$ cat config.mk
export PLATFORM = sky130hd
export DESIGN_NAME = mgb_seq
export DESIGN_NICKNAME = d
export VERILOG_FILES = /design/src/hw/rtl/mgb_pkg.sv /design/src/hw/rtl/mgb_seq.sv
export SDC_FILE = /design/constraint.sdc
export NUM_CORES = 2
export LEC_CHECK = 0
export BUFFER_PORTS_ARGS = -buffer_cell sky130_fd_sc_hd__buf_2
export CAP_MARGIN = 20
export CORE_AREA = 10 10 298 300
export CTS_BUF_LIST = sky130_fd_sc_hd__clkbuf_4
export DETAILED_ROUTE_END_ITERATION = 8
export DIE_AREA = 0 0 308 310
export PLACE_DENSITY = 0.5
export SKIP_CTS_REPAIR_TIMING = 1
export SYNTH_ARGS = -nofsm -noshare
export SYNTH_HDL_FRONTEND = slang
export SYNTH_SLANG_ARGS = --single-unit
$ cat constraint.sdc
create_clock -name clk -period 5.4 [get_ports clk]
set_input_delay 0.54 -clock clk [delete_from_list [all_inputs] [get_ports clk]]
set_output_delay 0.54 -clock clk [all_outputs]
set_load 0.005 [all_outputs]
$ cat src/hw/rtl/mgb_pkg.sv
// Shared types and constants for the monochrome glyph blitter.
// Holds store sizing, register indexes, command and status codes, and port structs.
// No dependencies.
package mgb_pkg;

	localparam int STORE_BYTES = 8192;
	localparam int MAX_WIDTH = 16;
	localparam int MAX_ROWS = 32;
	localparam int MAX_SCREEN = 1024;

	localparam int AW = $clog2(STORE_BYTES);
	localparam int Y_W = $clog2(MAX_ROWS);
	localparam int PY_W = $clog2(MAX_SCREEN);
	localparam int BASE_W = 24;
	localparam int MASK_W = 16;
	localparam int BYTE_W = 8;
	localparam int ROWB_W = 20;
	localparam int TOTAL_W = 10;
	localparam int CIDX_W = 3;
	localparam int CDATA_W = 14;

	localparam logic [CIDX_W-1:0] REG_GLYPH_COUNT = 3'd0;
	localparam logic [CIDX_W-1:0] REG_GLYPH_WIDTH = 3'd1;
	localparam logic [CIDX_W-1:0] REG_GLYPH_HEIGHT = 3'd2;
	localparam logic [CIDX_W-1:0] REG_GLYPH_BYTES = 3'd3;
	localparam logic [CIDX_W-1:0] REG_SCREEN_WIDTH = 3'd4;
	localparam logic [CIDX_W-1:0] REG_SCREEN_HEIGHT = 3'd5;
	localparam logic [CIDX_W-1:0] REG_SCREEN_STRIDE = 3'd6;

	localparam logic CMD_LOAD = 1'b0;
	localparam logic CMD_DRAW = 1'b1;

	localparam logic ST_OK = 1'b0;
	localparam logic ST_REJECT = 1'b1;

	typedef struct packed {
		logic [9:0]  glyph_count;
		logic [4:0]  glyph_width;
		logic [5:0]  glyph_height;
		logic [13:0] glyph_bytes;
		logic [10:0] screen_width;
		logic [10:0] screen_height;
		logic [10:0] screen_stride;
	} cfg_t;

	localparam cfg_t CFG_RESET = '{
		glyph_count:   10'd256,
		glyph_width:   5'd16,
		glyph_height:  6'd16,
		glyph_bytes:   14'd32,
		screen_width:  11'd320,
		screen_height: 11'd200,
		screen_stride: 11'd320
	};

	typedef struct packed {
		logic [8:0]  glyph_index;
		logic [11:0] origin_x;
		logic [11:0] origin_y;
		logic [7:0]  fore_color;
		logic [8:0]  back_color;
	} draw_req_t;

	typedef struct packed {
		logic               status;
		logic [ROWB_W-1:0]  row_base;
		logic [11:0]        span_x;
		logic [MASK_W-1:0]  write_mask;
		logic [MASK_W-1:0]  fore_mask;
		logic [BYTE_W-1:0]  fore_value;
		logic [BYTE_W-1:0]  back_value;
		logic [TOTAL_W-1:0] write_total;
		logic               last;
	} res_t;

endpackage

$ cat src/hw/rtl/mgb_seq.sv
// Draw sequencer: checks the layout, walks visible glyph rows through the store,
// builds masks and holds the result register. Depends on mgb_pkg.
module mgb_seq (
	input  logic                      clk,
	input  logic                      arst_n,
	input  mgb_pkg::cfg_t             cfg,
	input  logic                      start,
	input  mgb_pkg::draw_req_t        req,
	output logic                      busy,
	output logic                      rd_en,
	output logic [mgb_pkg::AW-1:0]     rd_addr,
	input  logic [mgb_pkg::BYTE_W-1:0] rd_data,
	input  logic                      out_stall,
	output logic                      out_valid,
	output mgb_pkg::res_t             res
);

	typedef enum logic [2:0] {
		S_IDLE,
		S_SETUP,
		S_MUL,
		S_RD0,
		S_RD1,
		S_ROW,
		S_FIN
	} state_t;

	function automatic logic [4:0] popcount16(input logic [15:0] v);
		logic [2:0] n0, n1, n2, n3;
		n0 = 3'(v[0]) + 3'(v[1]) + 3'(v[2]) + 3'(v[3]);
		n1 = 3'(v[4]) + 3'(v[5]) + 3'(v[6]) + 3'(v[7]);
		n2 = 3'(v[8]) + 3'(v[9]) + 3'(v[10]) + 3'(v[11]);
		n3 = 3'(v[12]) + 3'(v[13]) + 3'(v[14]) + 3'(v[15]);
		return 5'(n0) + 5'(n1) + 5'(n2) + 5'(n3);
	endfunction

	state_t                              state_q;
	logic [11:0]                         ox_q;
	logic [11:0]                         oy_q;
	logic [7:0]                          fv_q;
	logic [8:0]                          back_q;
	logic [8:0]                          idx_q;
	logic [mgb_pkg::BASE_W-1:0]          base_q;
	logic [1:0]                          rb_q;
	logic                                reject_q;
	logic [mgb_pkg::Y_W-1:0]             y_q;
	logic [mgb_pkg::Y_W-1:0]             y_hi_q;
	logic [mgb_pkg::PY_W-1:0]            py_q;
	logic [mgb_pkg::AW-1:0]              row_addr_q;
	logic [mgb_pkg::MASK_W-1:0]          colvis_q;
	logic [mgb_pkg::BYTE_W-1:0]          byte0_q;
	logic [mgb_pkg::ROWB_W-1:0]          row_base_q;
	logic [mgb_pkg::TOTAL_W-1:0]         total_q;
	mgb_pkg::res_t                       res_q;
	logic                                out_valid_q;

	logic [2:0]                          rb_full;
	logic [8:0]                          need;
	logic                                bad;
	logic signed [13:0]                  oy_w;
	logic signed [13:0]                  lo_w;
	logic signed [13:0]                  hi_a;
	logic signed [13:0]                  hi_b;
	logic signed [13:0]                  hi_w;
	logic                                empty;
	logic signed [13:0]                  px_w [mgb_pkg::MASK_W];
	logic [mgb_pkg::MASK_W-1:0]          colvis;
	logic [2*mgb_pkg::BYTE_W-1:0]        row_bits;
	logic [mgb_pkg::MASK_W-1:0]          pix;
	logic [mgb_pkg::MASK_W-1:0]          fm;
	logic [mgb_pkg::MASK_W-1:0]          wm;
	logic [4:0]                          cnt;
	logic [mgb_pkg::TOTAL_W-1:0]         total_new;
	logic                                out_free;
	logic                                emit;
	logic [mgb_pkg::BYTE_W-1:0]          back_byte;
	mgb_pkg::res_t                       row_res;
	mgb_pkg::res_t                       fin_res;

	always_comb begin
		rb_full = 3'((6'(cfg.glyph_width) + 6'd7) >> 3);
		need = 9'(rb_full) * 9'(cfg.glyph_height);
		bad = (cfg.screen_width == '0) || (cfg.screen_height == '0) ||
			(cfg.screen_stride < cfg.screen_width) ||
			(32'(cfg.screen_width) > 32'(mgb_pkg::MAX_SCREEN)) ||
			(32'(cfg.screen_height) > 32'(mgb_pkg::MAX_SCREEN)) ||
			(32'(cfg.screen_stride) > 32'(mgb_pkg::MAX_SCREEN)) ||
			(cfg.glyph_count == '0) || (cfg.glyph_width == '0) ||
			(cfg.glyph_height == '0) || (cfg.glyph_bytes == '0) ||
			(32'(cfg.glyph_width) > 32'(mgb_pkg::MAX_WIDTH)) ||
			(32'(cfg.glyph_height) > 32'(mgb_pkg::MAX_ROWS)) ||
			(10'(idx_q) >= cfg.glyph_count) ||
			(cfg.glyph_bytes < 14'(need)) ||
			((32'(base_q) + 32'(need)) > 32'(mgb_pkg::STORE_BYTES));

		oy_w = 14'($signed(oy_q));
		lo_w = (oy_w < 14'sd0) ? -oy_w : 14'sd0;
		hi_a = $signed(14'(cfg.glyph_height)) - 14'sd1;
		hi_b = $signed(14'(cfg.screen_height)) - 14'sd1 - oy_w;
		hi_w = (hi_a < hi_b) ? hi_a : hi_b;
		empty = lo_w > hi_w;

		for (int x = 0; x < mgb_pkg::MASK_W; x++) begin
			px_w[x] = 14'($signed(ox_q)) + 14'(x);
			colvis[x] = (px_w[x] >= 14'sd0) &&
				(px_w[x] < $signed({3'b000, cfg.screen_width})) &&
				(5'(x) < cfg.glyph_width);
		end
	end

	always_comb begin
		row_bits = {byte0_q, rd_data};
		for (int x = 0; x < mgb_pkg::MASK_W; x++) begin
			pix[x] = row_bits[mgb_pkg::MASK_W-1-x];
		end
		fm = pix & colvis_q;
		wm = back_q[8] ? fm : colvis_q;
		cnt = popcount16(wm);
		total_new = total_q + mgb_pkg::TOTAL_W'(cnt);
		out_free = !out_valid_q || !out_stall;
		emit = out_free && ((state_q == S_ROW) || (state_q == S_FIN));
		back_byte = back_q[8] ? '0 : back_q[7:0];

		row_res.status = mgb_pkg::ST_OK;
		row_res.row_base = row_base_q;
		row_res.span_x = ox_q;
		row_res.write_mask = wm;
		row_res.fore_mask = fm;
		row_res.fore_value = fv_q;
		row_res.back_value = back_byte;
		row_res.write_total = total_new;
		row_res.last = (y_q == y_hi_q);

		fin_res = '0;
		fin_res.last = 1'b1;
		if (reject_q) begin
			fin_res.status = mgb_pkg::ST_REJECT;
		end else begin
			fin_res.status = mgb_pkg::ST_OK;
			fin_res.span_x = ox_q;
			fin_res.fore_value = fv_q;
			fin_res.back_value = back_byte;
		end
	end

	assign busy = (state_q != S_IDLE);
	assign rd_en = (state_q == S_RD0) || (state_q == S_RD1);
	assign rd_addr = (state_q == S_RD1) ? row_addr_q + mgb_pkg::AW'(1) : row_addr_q;
	assign out_valid = out_valid_q;
	assign res = res_q;

	always_ff @(posedge clk or negedge arst_n) begin
		if (!arst_n) begin
			state_q <= S_IDLE;
			out_valid_q <= 1'b0;
			res_q <= '0;
			ox_q <= '0;
			oy_q <= '0;
			fv_q <= '0;
			back_q <= '0;
			idx_q <= '0;
			base_q <= '0;
			rb_q <= '0;
			reject_q <= 1'b0;
			y_q <= '0;
			y_hi_q <= '0;
			py_q <= '0;
			row_addr_q <= '0;
			colvis_q <= '0;
			byte0_q <= '0;
			row_base_q <= '0;
			total_q <= '0;
		end else begin
			if (out_valid_q && !out_stall && !emit) begin
				out_valid_q <= 1'b0;
			end
			unique case (state_q)
				S_IDLE: begin
					if (start) begin
						idx_q <= req.glyph_index;
						ox_q <= req.origin_x;
						oy_q <= req.origin_y;
						fv_q <= req.fore_color;
						back_q <= req.back_color;
						base_q <= mgb_pkg::BASE_W'(req.glyph_index) *
							mgb_pkg::BASE_W'(cfg.glyph_bytes);
						total_q <= '0;
						state_q <= S_SETUP;
					end
				end
				S_SETUP: begin
					reject_q <= bad;
					rb_q <= 2'(rb_full);
					y_q <= mgb_pkg::Y_W'(lo_w);
					y_hi_q <= mgb_pkg::Y_W'(hi_w);
					py_q <= mgb_pkg::PY_W'(oy_w + lo_w);
					row_addr_q <= mgb_pkg::AW'(base_q) +
						mgb_pkg::AW'(mgb_pkg::AW'(lo_w[mgb_pkg::Y_W-1:0]) *
						mgb_pkg::AW'(rb_full[1:0]));
					colvis_q <= colvis;
					state_q <= (bad || empty) ? S_FIN : S_MUL;
				end
				S_MUL: begin
					row_base_q <= mgb_pkg::ROWB_W'(py_q) * mgb_pkg::ROWB_W'(cfg.screen_stride);
					state_q <= S_RD0;
				end
				S_RD0: begin
					state_q <= S_RD1;
				end
				S_RD1: begin
					byte0_q <= rd_data;
					state_q <= S_ROW;
				end
				S_ROW: begin
					if (out_free) begin
						out_valid_q <= 1'b1;
						res_q <= row_res;
						total_q <= total_new;
						if (y_q == y_hi_q) begin
							state_q <= S_IDLE;
						end else begin
							y_q <= y_q + mgb_pkg::Y_W'(1);
							row_addr_q <= row_addr_q + mgb_pkg::AW'(rb_q);
							row_base_q <= row_base_q + mgb_pkg::ROWB_W'(cfg.screen_stride);
							state_q <= S_RD0;
						end
					end
				end
				S_FIN: begin
					if (out_free) begin
						out_valid_q <= 1'b1;
						res_q <= fin_res;
						state_q <= S_IDLE;
					end
				end
				default: begin
					state_q <= S_IDLE;
				end
			endcase
		end
	end

endmodule

==> qor.yml <==
sta:
  setup_slack_ns: 0.273
  finClkSkew_ns: 0.0897
  fin_setup_tns_ns: 0
  maxSlewHeadroom_pct: 34.8
  worstMarginPinSlew_ns: 0.978
  slew_viol_final: 0
  hold_viol: 0
  min_period_ns: 5.13
  finalSetupViolCount: 0
  period_share_pct: 94.9
  timing.fmax_mhz: 195
placed_design:
  place_congestion: 0.912
  port_buffers: 237
  dp_hpwl_um: 74300
  pre_cts_ws_ns: -0.305
global_routing:
  grtUsageMet2_pct: 32.6
  grt_pass1_vias: 25700
  grt_max_degree: 116
  grt_first_pass_wirelength_um: 151000
  grtUsageMet1_pct: 27.1
  grt.overflow.total: 0
  grt_antenna_before_repair: 16
  grt_util_met3_pct: 3.68
  track_usage_pct: 20.1
  grt-busiest-layer: "met2"
floorplan:
  initial_utilization_pct: 34.7
  die_w_um: 308
  dieArea_mm2: 0.0955
  rows: 106
  chipHeight_um: 310
  ios: 238
  coreArea_mm2: 0.0829
synth:
  synth_area_mm2: 0.0288
  synth-edff-count: 0
  ys_ff_latch: 259
  netlist_top_cells_count: "nand2_1, ha_1, inv_1, dfrtp_1, o21ai_0"
  synthTopCellsByArea: "dfrtp_1, ha_1, fa_1, nand2_1, inv_1"
  yosysMostFrequentCell: "nand2_1"
  yosysWarningCount: 0
  ys_seq_area_share_pct: 22.5
  netlist_instances: 3408
  ys_dominant_reg_cell: "dfrtp_1"
  synth.avg_cell_area_um2: 8.44
  synth_cell_types: 80
  synthArstFlopShare_pct: 100
  yosysTopAreaCell: "dfrtp_1"
  synth.top_cell.area_share_pct: 22.5
cts:
  clk_latency_ns: 0.89
  cts_tree: "yes"
  numCtsBuffers: 83
  clock-sinks: 259
  clockBufferDepth: 3
  clkTransAtPathRegs_ns: 0.06
  cts_root_buf: "clkbuf_4"
  htree_num_levels: 3
power_and_ir_drop:
  cellPowerDensity_mw_per_mm2: 699
  leakage_uw: 0.0173
  peakVddDrop_uv: 504
final_layout:
  area_delta_synth_final_pct: 18.5
  fillers: 8522
  nets: 4514
  drive_gt1_share_pct: 16.9
critical_path:
  critPathMaxStageDelay_ns: 0.53
  path_buf_inv: 2
  crit_fanout: 7
  required_ns: 6.06
  crit_cells: 17
  arrival_ns: 5.79
  timing.rr.start: "py_q[5]"
  rr_worst_depth: 17
  crit_path_end_kind: "flip-flop"
  slowest_stage: "fa_1"
  crit_top_cell: "fa_1"
  critPathTopFamily: "adder cells"
  startpoint_type: "flip-flop"
  rrSetupSlack_ns: 0.27
  r2r-end: "row_base_q[16]"
  crit_type: "flip-flop to flip-flop"
  path_cells: "buf_4, and2_1, fa_1, fa_1, fa_1, fa_1, ha_1, ha_1, nand4_1, o21ai_0, a21oi_2, a21oi_2, buf_4, a21o_1, a211o_1, nand2_1, a22oi_1"
routing:
  route.detailed.drc: 0
  wl_um: 97300
  via_count: 25800
  wire_per_inst_um: 19.5
  vias_per_cell: 5.17
  ant_nets: 0
  first_pass_iters: 5
  drt_iter0_markers: 1458
flow_run:
  max_cap_viol_count: 0
min_path:
  min_from: "req[44]"
  hold_class: "input pin to flip-flop"
  hold_depth: 3
  min_to: "idx_q[3]"
outcome:
  status: "finished clean"
==> registers in the layout, indices dropped and copies added, names as in the netlist, 8 cells and up <==
signal,count
fv_q,8
byte0_q,8
colvis_q,16
ox_q,12
base_q,23
py_q,10
oy_q,12
back_q,9
total_q,10
res,92
row_base_q,20
row_addr_q,13
idx_q,9
==> cell type report <==
type	count	area [um^2]	area share, %
Multi-Input combinational cell	2675	20600	60.4
Sequential cell	259	6490	19.0
Timing Repair Buffer	511	3420	10.0
Tap cell	1080	1350	3.96
Inverter	306	1150	3.37
Clock buffer	121	908	2.67
Clock inverter	32	151	0.444
Antenna cell	7	17.5	0.0514
==> worst max-delay path by stage <==
stage,startpoint,end,slack [ns]
after global routing,oy_q[0],state_q[2],-0.04
after CTS,py_q[7],row_base_q[19],-0.20
final,py_q[5],row_base_q[16],0.27
after global placement,cfg[11],state_q[2],-0.27
after detailed placement,cfg[11],state_q[2],-0.31
after floorplan,cfg[14],state_q[2],0.007
==> kinds of logic (layout without fill, tap and decap cells) <==
kind of cell | Yosys count | count (layout) | synth area share [%]
other | 1 | 9 | 0.0130
multiplexers | 32 | 32 | 1.18
AO/OA/AOI/OAI | 740 | 740 | 16.7
buffers and inverters | 475 | 970 | 6.28
AND/OR/NAND/NOR | 1134 | 1134 | 18.1
adder cells (fa/ha/maj) | 548 | 548 | 28.5
flip-flops | 259 | 259 | 22.5
XOR/XNOR | 219 | 219 | 6.67
==> per-layer routing <==
layer  vias up  routed length, um
met5         -                127
met4        18               2400
met3       144               5850
met2       700              44300
met1     12400              44700
li1      12600                  -
==> stage by stage <==
step	hold WS (ns)	cells	area, um^2	util (%)	total power (uW)
after detailed placement	0.463	4779	32400	39.1	21300
after global placement	0.459	4778	32400	39.1	21200
after CTS	-0.343	4932	33500	40.4	23600
after global routing	0.00456	4991	34100	41.1	26700
after floorplan	0.244	3409	28800	-	15800
final	0.0235	4991	34100	41.1	23800
==> layout by cell type (no fill, tap or decap), types with 12 or more instances in the layout <==
cell | synthesis | final
a21o_1 | 69 | 69
nand4_1 | 29 | 29
buf_2 | 13 | 236
nor4_1 | 12 | 12
or2_2 | 12 | 12
a31oi_1 | 26 | 26
and3_1 | 23 | 23
a32o_1 | 18 | 18
clkbuf_4 | 0 | 121
mux2i_1 | 17 | 17
xnor2_1 | 124 | 124
fa_1 | 180 | 180
nand3_1 | 67 | 66
o31ai_1 | 16 | 16
buf_4 | 0 | 219
o21ai_0 | 206 | 202
nand2b_1 | 28 | 27
inv_1 | 305 | 304
clkinv_1 | 1 | 23
nor3_1 | 48 | 47
o21a_1 | 26 | 26
dlygate4sd3_1 | 0 | 51
a21boi_0 | 20 | 16
nor2_1 | 171 | 169
ha_1 | 368 | 366
or3_1 | 19 | 18
a211oi_1 | 17 | 15
nor2b_1 | 28 | 26
and2_1 | 103 | 101
a21oi_1 | 173 | 170
dfrtp_1 | 259 | 255
xor2_1 | 95 | 95
mux2_2 | 15 | 15
o211ai_1 | 20 | 20
nand2_1 | 559 | 558
a22o_1 | 48 | 48
==> power breakdown <==
group	internal [uW]	total [uW]	switching (uW)
clock	1040	2060	1030
sequential	2810	3710	899
combinational	8040	18100	10000
==> worst min-delay path: cells and delay by family <==
family / cells / cell delay, ns
AND/OR/NAND/NOR: 2 / 0.11
buffers and inverters: 1 / 0.17
Power figures use the tool's default switching activity.
